--- src/sv/ble_pkg.sv ---
package ble_pkg;

  localparam int VAL_W     = 32;
  localparam int POS_W     = 6;
  localparam int REQ_W     = 3;
  localparam int ST_W      = 2;
  localparam int CNT_OUT_W = 7;

  typedef enum logic [REQ_W-1:0] {
    REQ_INS_HEAD  = 3'd0,
    REQ_INS_TAIL  = 3'd1,
    REQ_INS_AFTER = 3'd2,
    REQ_DEL_HEAD  = 3'd3,
    REQ_DEL_TAIL  = 3'd4,
    REQ_READ      = 3'd5,
    REQ_CLEAR     = 3'd6
  } req_t;

  typedef enum logic [ST_W-1:0] {
    ST_OK      = 2'd0,
    ST_FULL    = 2'd1,
    ST_EMPTY   = 2'd2,
    ST_BAD_POS = 2'd3
  } status_t;

  typedef enum logic [2:0] {
    S_IDLE,
    S_DECODE,
    S_UP_CHK,
    S_UP_MOVE,
    S_DN_CHK,
    S_DN_MOVE,
    S_READ_WAIT,
    S_DONE
  } state_t;

  typedef enum logic [1:0] {
    RA_POS,
    RA_BELOW,
    RA_ABOVE
  } raddr_sel_t;

  typedef enum logic {
    WA_CUR,
    WA_TARGET
  } waddr_sel_t;

  typedef struct packed {
    logic       latch;
    logic       cur_held;
    logic       cur_zero;
    logic       cur_dec;
    logic       cur_inc;
    logic       rd_en;
    raddr_sel_t rd_sel;
    logic       wr_en;
    waddr_sel_t wr_sel;
    logic       held_inc;
    logic       held_dec;
    logic       held_clr;
    logic       st_set;
    status_t    st_code;
    logic       res_load;
  } cmd_t;

  typedef struct packed {
    req_t op;
    logic full;
    logic empty;
    logic pos_bad;
    logic at_target;
    logic at_last;
    logic res_valid;
  } sts_t;

endpackage

--- src/sv/ble_dpath.sv ---
module ble_dpath #(
  parameter int CAPACITY = 64
) (
  input  logic                          clk,
  input  logic                          rst,
  input  logic [ble_pkg::REQ_W-1:0]     req_in,
  input  logic signed [ble_pkg::VAL_W-1:0] value_in,
  input  logic [ble_pkg::POS_W-1:0]     pos_in,
  input  ble_pkg::cmd_t                 cmd,
  output ble_pkg::sts_t                 sts,
  input  logic                          out_ready,
  output logic                          res_valid,
  output logic [ble_pkg::ST_W-1:0]      status,
  output logic signed [ble_pkg::VAL_W-1:0] read_value,
  output logic [ble_pkg::CNT_OUT_W-1:0] entry_count
);
  import ble_pkg::*;

  localparam int CW = $clog2(CAPACITY + 1);
  localparam int AW = $clog2(CAPACITY);
  localparam int MW = (CW > POS_W) ? CW : POS_W;

  logic [VAL_W-1:0] mem [CAPACITY];
  logic [VAL_W-1:0] rdata;

  req_t             op_q;
  logic [VAL_W-1:0] val_q;
  logic [POS_W-1:0] pos_q;
  logic [CW-1:0]    target;
  logic [CW-1:0]    target_next;
  logic [CW-1:0]    cur;
  logic [CW-1:0]    held;
  status_t          st;

  logic [CW-1:0]    cur_m1;
  logic [CW-1:0]    cur_p1;
  logic [CW-1:0]    waddr_full;
  logic [AW-1:0]    waddr;
  logic [AW-1:0]    raddr;
  logic [VAL_W-1:0] wdata;

  assign cur_m1 = CW'(cur - 1'b1);
  assign cur_p1 = CW'(cur + 1'b1);

  // where a new entry lands: head, after the given index, or at the tail
  always_comb begin
    case (req_t'(req_in))
      REQ_INS_HEAD:  target_next = '0;
      REQ_INS_AFTER: target_next = CW'(CW'(pos_in) + 1'b1);
      default:       target_next = held;
    endcase
  end

  always_ff @(posedge clk) begin
    if (cmd.latch) begin
      op_q   <= req_t'(req_in);
      val_q  <= value_in;
      pos_q  <= pos_in;
      target <= target_next;
    end
  end

  always_ff @(posedge clk) begin
    if (cmd.cur_held) begin
      cur <= held;
    end else if (cmd.cur_zero) begin
      cur <= '0;
    end else if (cmd.cur_dec) begin
      cur <= cur_m1;
    end else if (cmd.cur_inc) begin
      cur <= cur_p1;
    end
  end

  always_ff @(posedge clk) begin
    if (rst) begin
      held <= '0;
    end else if (cmd.held_clr) begin
      held <= '0;
    end else if (cmd.held_inc) begin
      held <= CW'(held + 1'b1);
    end else if (cmd.held_dec) begin
      held <= CW'(held - 1'b1);
    end
  end

  always_ff @(posedge clk) begin
    if (cmd.st_set) begin
      st <= cmd.st_code;
    end
  end

  always_comb begin
    case (cmd.rd_sel)
      RA_BELOW: raddr = cur_m1[AW-1:0];
      RA_ABOVE: raddr = cur_p1[AW-1:0];
      default:  raddr = AW'(pos_q);
    endcase
  end

  assign waddr_full = (cmd.wr_sel == WA_TARGET) ? target : cur;
  assign waddr      = waddr_full[AW-1:0];
  assign wdata      = (cmd.wr_sel == WA_TARGET) ? val_q : rdata;

  always_ff @(posedge clk) begin
    if (cmd.wr_en) begin
      mem[waddr] <= wdata;
    end
    if (cmd.rd_en) begin
      rdata <= mem[raddr];
    end
  end

  always_ff @(posedge clk) begin
    if (rst) begin
      res_valid <= 1'b0;
    end else if (cmd.res_load) begin
      res_valid <= 1'b1;
    end else if (out_ready) begin
      res_valid <= 1'b0;
    end
  end

  always_ff @(posedge clk) begin
    if (cmd.res_load) begin
      status      <= st;
      read_value  <= (op_q == REQ_READ && st == ST_OK) ? rdata : '0;
      entry_count <= CNT_OUT_W'(held);
    end
  end

  assign sts.op        = op_q;
  assign sts.full      = (held == CW'(CAPACITY));
  assign sts.empty     = (held == '0);
  assign sts.pos_bad   = (MW'(pos_q) >= MW'(held));
  assign sts.at_target = (cur == target);
  assign sts.at_last   = (cur_p1 == held);
  assign sts.res_valid = res_valid;

  a_held_bound : assert property (@(posedge clk) disable iff (rst)
    held <= CW'(CAPACITY))
    else $error("entry count above capacity");

  a_waddr_range : assert property (@(posedge clk) disable iff (rst)
    cmd.wr_en |-> (waddr_full < CW'(CAPACITY)))
    else $error("store write outside capacity");

  a_res_slot : assert property (@(posedge clk) disable iff (rst)
    cmd.res_load |-> (!res_valid || out_ready))
    else $error("result overwritten before it was taken");

endmodule

--- src/sv/ble_ctrl.sv ---
module ble_ctrl (
  input  logic          clk,
  input  logic          rst,
  input  logic          in_valid,
  output logic          in_ready,
  input  logic          out_ready,
  input  ble_pkg::sts_t sts,
  output ble_pkg::cmd_t cmd
);
  import ble_pkg::*;

  state_t state;
  state_t state_next;

  always_ff @(posedge clk) begin
    if (rst) begin
      state <= S_IDLE;
    end else begin
      state <= state_next;
    end
  end

  always_comb begin
    state_next = state;
    unique case (state)
      S_IDLE: begin
        if (in_valid) state_next = S_DECODE;
      end
      S_DECODE: begin
        unique case (sts.op) inside
          REQ_INS_HEAD, REQ_INS_TAIL: begin
            state_next = sts.full ? S_DONE : S_UP_CHK;
          end
          REQ_INS_AFTER: begin
            state_next = (sts.pos_bad || sts.full) ? S_DONE : S_UP_CHK;
          end
          REQ_DEL_HEAD: begin
            state_next = sts.empty ? S_DONE : S_DN_CHK;
          end
          REQ_READ: begin
            state_next = sts.pos_bad ? S_DONE : S_READ_WAIT;
          end
          default: state_next = S_DONE;
        endcase
      end
      S_UP_CHK: begin
        state_next = sts.at_target ? S_DONE : S_UP_MOVE;
      end
      S_UP_MOVE: state_next = S_UP_CHK;
      S_DN_CHK: begin
        state_next = sts.at_last ? S_DONE : S_DN_MOVE;
      end
      S_DN_MOVE:   state_next = S_DN_CHK;
      S_READ_WAIT: state_next = S_DONE;
      S_DONE: begin
        if (!sts.res_valid || out_ready) state_next = S_IDLE;
      end
      default: state_next = S_IDLE;
    endcase
  end

  always_comb begin
    cmd         = '0;
    cmd.rd_sel  = RA_POS;
    cmd.wr_sel  = WA_CUR;
    cmd.st_code = ST_OK;
    in_ready    = 1'b0;
    unique case (state)
      S_IDLE: begin
        in_ready  = 1'b1;
        cmd.latch = in_valid;
      end
      S_DECODE: begin
        unique case (sts.op) inside
          REQ_INS_HEAD, REQ_INS_TAIL: begin
            if (sts.full) begin
              cmd.st_set  = 1'b1;
              cmd.st_code = ST_FULL;
            end else begin
              cmd.cur_held = 1'b1;
            end
          end
          REQ_INS_AFTER: begin
            if (sts.pos_bad) begin
              cmd.st_set  = 1'b1;
              cmd.st_code = ST_BAD_POS;
            end else if (sts.full) begin
              cmd.st_set  = 1'b1;
              cmd.st_code = ST_FULL;
            end else begin
              cmd.cur_held = 1'b1;
            end
          end
          REQ_DEL_HEAD: begin
            if (sts.empty) begin
              cmd.st_set  = 1'b1;
              cmd.st_code = ST_EMPTY;
            end else begin
              cmd.cur_zero = 1'b1;
            end
          end
          REQ_DEL_TAIL: begin
            cmd.st_set = 1'b1;
            if (sts.empty) begin
              cmd.st_code = ST_EMPTY;
            end else begin
              cmd.held_dec = 1'b1;
            end
          end
          REQ_READ: begin
            cmd.st_set = 1'b1;
            if (sts.pos_bad) begin
              cmd.st_code = ST_BAD_POS;
            end else begin
              cmd.rd_en = 1'b1;
            end
          end
          REQ_CLEAR: begin
            cmd.st_set   = 1'b1;
            cmd.held_clr = 1'b1;
          end
          default: cmd.st_set = 1'b1;
        endcase
      end
      S_UP_CHK: begin
        if (sts.at_target) begin
          cmd.wr_en    = 1'b1;
          cmd.wr_sel   = WA_TARGET;
          cmd.held_inc = 1'b1;
          cmd.st_set   = 1'b1;
        end else begin
          cmd.rd_en  = 1'b1;
          cmd.rd_sel = RA_BELOW;
        end
      end
      S_UP_MOVE: begin
        cmd.wr_en   = 1'b1;
        cmd.cur_dec = 1'b1;
      end
      S_DN_CHK: begin
        if (sts.at_last) begin
          cmd.held_dec = 1'b1;
          cmd.st_set   = 1'b1;
        end else begin
          cmd.rd_en  = 1'b1;
          cmd.rd_sel = RA_ABOVE;
        end
      end
      S_DN_MOVE: begin
        cmd.wr_en   = 1'b1;
        cmd.cur_inc = 1'b1;
      end
      S_READ_WAIT: begin
      end
      S_DONE: begin
        cmd.res_load = !sts.res_valid || out_ready;
      end
      default: begin
      end
    endcase
  end

  a_held_one_op : assert property (@(posedge clk) disable iff (rst)
    $onehot0({cmd.held_inc, cmd.held_dec, cmd.held_clr}))
    else $error("conflicting count updates");

  a_cur_one_op : assert property (@(posedge clk) disable iff (rst)
    $onehot0({cmd.cur_held, cmd.cur_zero, cmd.cur_dec, cmd.cur_inc}))
    else $error("conflicting cursor updates");

  a_latch_decode : assert property (@(posedge clk) disable iff (rst)
    cmd.latch |=> (state == S_DECODE))
    else $error("accepted request not decoded");

endmodule

--- src/sv/bounded_list_engine.sv ---
// To result valid: delete tail, clear and refused requests pass decode and done, read
// also read wait; an insert alternates up check and up move per entry moved up, delete
// head down check and down move per entry moved down. Each moved entry costs one store
// read and one store write. One request is in work at a time, the next taken in the
// cycle after its result is registered; an untaken result word stalls input.
// Reset (rst, synchronous) empties the list and the result stage; store contents
// are not cleared and need no clearing pass.
module bounded_list_engine #(
  parameter int CAPACITY = 64
) (
  input  logic        clk,
  input  logic        rst,
  input  logic        s_axis_tvalid,
  output logic        s_axis_tready,
  input  logic [39:0] s_axis_tdata,   // value[31:0], position[37:32], zero pad
  input  logic [2:0]  s_axis_tuser,   // req_type[2:0]
  output logic        m_axis_tvalid,
  input  logic        m_axis_tready,
  output logic [39:0] m_axis_tdata,   // read_value[31:0], entry_count[38:32], zero pad
  output logic [1:0]  m_axis_tuser    // status[1:0]
);
  import ble_pkg::*;

  cmd_t cmd;
  sts_t sts;

  logic signed [VAL_W-1:0] read_value;
  logic [CNT_OUT_W-1:0]    entry_count;

  // controller: one state per step of a request, stalls in the done state
  // until the result word has a free slot
  ble_ctrl u_ctrl (
    .clk       (clk),
    .rst       (rst),
    .in_valid  (s_axis_tvalid),
    .in_ready  (s_axis_tready),
    .out_ready (m_axis_tready),
    .sts       (sts),
    .cmd       (cmd)
  );

  // datapath: entry store, count, cursor and the registered result word
  ble_dpath #(
    .CAPACITY (CAPACITY)
  ) u_dpath (
    .clk         (clk),
    .rst         (rst),
    .req_in      (s_axis_tuser),
    .value_in    (s_axis_tdata[31:0]),
    .pos_in      (s_axis_tdata[37:32]),
    .cmd         (cmd),
    .sts         (sts),
    .out_ready   (m_axis_tready),
    .res_valid   (m_axis_tvalid),
    .status      (m_axis_tuser),
    .read_value  (read_value),
    .entry_count (entry_count)
  );

  // pack the result word, pad the top bit with zero
  assign m_axis_tdata = {1'b0, entry_count, read_value};

endmodule
--- config.mk ---
export PLATFORM = sky130hd
export DESIGN_NAME = bounded_list_engine
export DESIGN_NICKNAME = d
export VERILOG_FILES = /design/src/sv/ble_pkg.sv /design/src/sv/ble_dpath.sv /design/src/sv/ble_ctrl.sv /design/src/sv/bounded_list_engine.sv
export SDC_FILE = /design/constraint.sdc
export NUM_CORES = 2
export LEC_CHECK = 0
export ABC_AREA = 1
export BUFFER_PORTS_ARGS = -buffer_cell sky130_fd_sc_hd__buf_4
export CORE_ASPECT_RATIO = 0.9
export CORE_MARGIN = 2
export CORE_UTILIZATION = 25
export DETAILED_ROUTE_END_ITERATION = 8
export REMOVE_ABC_BUFFERS = 1
export SLEW_MARGIN = 20
export SYNTH_ARGS = -nofsm -noshare
export SYNTH_HDL_FRONTEND = slang
export SYNTH_SLANG_ARGS = --single-unit
--- constraint.sdc ---
create_clock -name clk -period 4.9 [get_ports clk]
set_input_delay 0.245 -clock clk [delete_from_list [all_inputs] [get_ports clk]]
set_output_delay 0.245 -clock clk [all_outputs]
set_load 0.05 [all_outputs]
==> summary.txt <==
Drt
  • Iter 0 DRT Violations: 7,360
  • Vias/cell: 4.69
  • WL final: 281 mm
  • WL/cell: around 21 um
  • Antenna-violating nets left: 0
  • Via Count: 62.9k
  • First-pass DRT Iterations: 6
  • DR DRC count: 0

Timing
  • Fin crit period: 4.66 ns
  • Max Slew Vio Count: 0
  • Slew headroom: 21.2%
  • Final hold vios: 0
  • Setup TNS Final: 0 ns
  • Final setup fails: 0
  • Slew @ Worst Pin: 1.18 ns
  • Final worst-path cycle share: 95.1%
  • Skew final: about 0.071 ns
  • RSZ-0062 raised after global routing: false
  • Peak Freq: ~210 MHz

Status
  • Run status: completed

Power and ir drop
  • Clk pwr share: a little under a third
  • Gate power share: 25.1%
  • Final Total Pwr: 51.0 mW
  • P_leak: 39.8 nW
  • Worst ir drop on vdd: 0.000298 V
  • Power share of the sequential group: 43.7%
  • Pwr Density: 467 nW/um^2
  • Sw frac: 32.4%
  • Pint: 34.5 mW
  • Net Sw Power: 16.6 mW

Synthesis
  • Register area share after synthesis: 70.3%
  • Synthesized instance count: 8,213
  • YS warnings: 0
  • Avg Inst Size Synth: 11.4 sq um
  • Netlist cell types: 35
  • Cell area after synthesis: 93,300 sq um
  • FF+latch count, synth: ~2.2k

CTS
  • Clock Path Buffers: 4
  • H-tree Lvls: 4
  • Cts bufs inserted: 217
  • Reg clk slew, reported paths: 0.06 ns
  • CTS tree: done
  • Root Buffer: clkbuf_16
  • Clock insertion delay at the later pin of the skew report: ~0.9 ns
  • Clock sink count: about 2.2k

Worst setup path
  • Most used cell, CP: nand3_1
  • FF-to-FF End: u_dpath.rdata[3]$_DFFE_PP_
  • Reg2reg start: u_dpath.cur[1]$_DFFE_PP_
  • Arrival time worst endpoint: 5.25 ns
  • Setup crit end kind: flop
  • CP Cell Sequence: inv_1, ha_1, xnor2_1, nand2_1, nor2_1, nand2_1, nor2_1, nand3_1, nand2_1, inv_1, ha_1, o21ai_4, buf_12, buf_12, buf_12, nand3b_1, nand3_1, nand3_1, nand3_1, nand3_1, nand3_1, nand2_1
  • Crit Path Class: reg -> reg
  • Crit path to: u_dpath.rdata[3]$_DFFE_PP_
  • CP peak stage delay: just over 0.5 ns
  • Critical path launch point type: flop
  • Worst setup startpoint: u_dpath.cur[1]$_DFFE_PP_
  • Worst R2R Path Depth: 22
  • Crit-path slowest cell: edfxtp_1
  • R2R Setup Slk: 0.24 ns
  • CP Max Fanout: 44
  • Req. time, crit path: 5.49 ns

Layout
  • Final net count: about 8.4k
  • Syn-to-layout area delta: 17.2%
  • Share of layout cells above drive strength 1: about a tenth
  • Design area: 109,000 sq um
  • Most frequent cells in the layout: 2,178 x edfxtp_1, 2,160 x nand2_1, 1,841 x nand3_1, 636 x inv_1, 352 x nand3b_1
  • Most common cell after layout, fill and taps aside: edfxtp_1

Global route
  • Vias in the first global route: 58.9k
  • First-pass GRT wire length: 407 mm
  • Grt ovf: 0
  • Largest net degree at the start of global routing: 119
  • Initial antenna violation count: 2
  • GR Util All Layers: 14.4%

Placed design
  • Final HPWL DP: 149 mm
  • I/O Buffers: 87
  • Gpl congestion: 0.819
  • Placed Area: 102,000 sq um

Floorplan
  • Die ar.: 378,000 sq um
  • Die Y: 584 um
  • Io pins: 91
  • Starting Density: 25.2%
  • Row count: approximately 210
  • Die width: 648 um
  • Area of the core: 371,000 sq um

Worst hold path
  • Hold WC Path Type: in -> reg

Job
  • Maxcap violations: 0
-- worst max-delay path, delay by kind of cell (launching register included) --
kind | cells | cell delay, ns
buf+inv | 5 | 1.08
xor+xnor | 1 | 0.15
flops | 1 | 0.51
compound gates | 1 | 0.32
simple gates | 13 | 1.68
fa+ha+maj | 2 | 0.60
-- sequential cells by signal, indices dropped and copies added (netlist names), 3 cells and up --
signal,count
u_dpath.mem,2048
u_dpath.target,7
u_dpath.cur,7
u_dpath.val_q,32
u_dpath.op_q,3
u_dpath.read_value,32
u_dpath.pos_q,6
u_dpath.rdata,32
u_ctrl.state,3
u_dpath.entry_count,7
u_dpath.held,7
-- stage by stage --
stage | utilization (%) | worst slack [ns] | cells | hold slack, ns
2_1_floorplan | - | -52.65 | 7661 | 0.314
3_3_place_gp | 27.5 | 0.282 | 12976 | 0.425
3_5_place_dp | 27.5 | 0.283 | 12977 | 0.425
4_1_cts | 29.4 | 0.294 | 13403 | 0.0735
5_1_grt | 29.5 | 0.0260 | 13409 | 0.107
6_report | 29.5 | 0.239 | 13410 | 0.124
-- worst min-delay path by stage --
stage	depth (start not counted)	endpoint	startpoint	slack (ns)
CTS	2	u_dpath.val_q[12]$_DFFE_PP_	s_axis_tdata[12]	0.07
global route	2	u_dpath.val_q[22]$_DFFE_PP_	s_axis_tdata[22]	0.11
detailed placement	1	u_dpath.val_q[0]$_DFFE_PP_	s_axis_tdata[0]	0.42
finish	2	u_dpath.val_q[7]$_DFFE_PP_	s_axis_tdata[7]	0.12
floorplan	1	u_dpath.res_valid$_SDFFE_PP0P_	rst	0.31
global placement	1	u_dpath.val_q[31]$_DFFE_PP_	s_axis_tdata[31]	0.42
-- cell families (layout without fill, tap and decap cells) --
family	after synthesis	in the layout	share of synthesized area, %
AOI/OAI and AO/OA	271	271	2.01
DFF	2189	2189	70.3
xor gates and xnor gates	13	13	0.122
adders and majority gates	17	17	0.236
buffers and inverters	1196	1469	5.14
and+or+nand+nor	4526	4526	22.2
other	1	3	0.00402
-- power groups by stage --
| stage | registers (mW) | clock network (mW) | logic [mW] |
|---|---|---|---|
| detailed placement | 22.7 | 0 | 12.6 |
| finish | 22.3 | 15.9 | 12.8 |
| floorplan | 22.9 | 0 | 7.57 |
| global placement | 22.7 | 0 | 12.5 |
| global route | 22.3 | 16.8 | 13.8 |
| CTS | 22.3 | 16.1 | 12.7 |
-- layout make-up --
class                      count  area [sq um]
antenna                        2          5.00
tap                         4922          6160
fill                       37219        262000
timing repair buffer         444          4720
sequential                  2189         65600
multi-input combinational   4828         23800
clock inverter               109           912
clock buffer                 272          5680
inverter                     644          2440
-- per-layer routing --
metal | GRT usage [%] | wire (um) | vias up
li1 | - | - | 28903
met1 | 19.2 | 115000 | 30981
met2 | 24.1 | 135000 | 2577
met3 | 1.64 | 20700 | 483
met4 | 5.12 | 10500 | 0
met5 | 0 | 0 | -
-- synth_stat cells (all sizes together) --
master | count | area share (%)
edfxtp | 2178 | 70
nand2 | 2164 | 8.7
nand3 | 1844 | 9.9
inv | 643 | 2.6
nand3b | 352 | 2.8
buf | 303 | 1.6
clkbuf | 249 | 1.0
o211ai | 193 | 1.6
nor2 | 138 | 0.56
o21ai | 51 | 0.29
ha | 16 | 0.21
a21oi | 13 | 0.070
nand4 | 12 | 0.080
nor3 | 12 | 0.064
dfxtp | 11 | 0.24
xnor2 | 9 | 0.084
o22ai | 8 | 0.054
xor2 | 4 | 0.038
a31oi | 3 | 0.020
nor4 | 2 | 0.013
and2 | 1 | 0.0067
clkinv | 1 | 0.0040
conb | 1 | 0.0040
fa | 1 | 0.021
o21a | 1 | 0.0080
o311ai | 1 | 0.0094
o32ai | 1 | 0.0094
or2 | 1 | 0.0067
-- what timing repair did --
item                                   in CTS  in global routing
gates resized for setup                     0                  4
setup endpoints to repair                   0                  8
setup buffers                               0                  0
endpoints found under the hold margin      59                  0
hold buffers                               45                  0
Note: power is estimated with default switching activity, not from simulation.
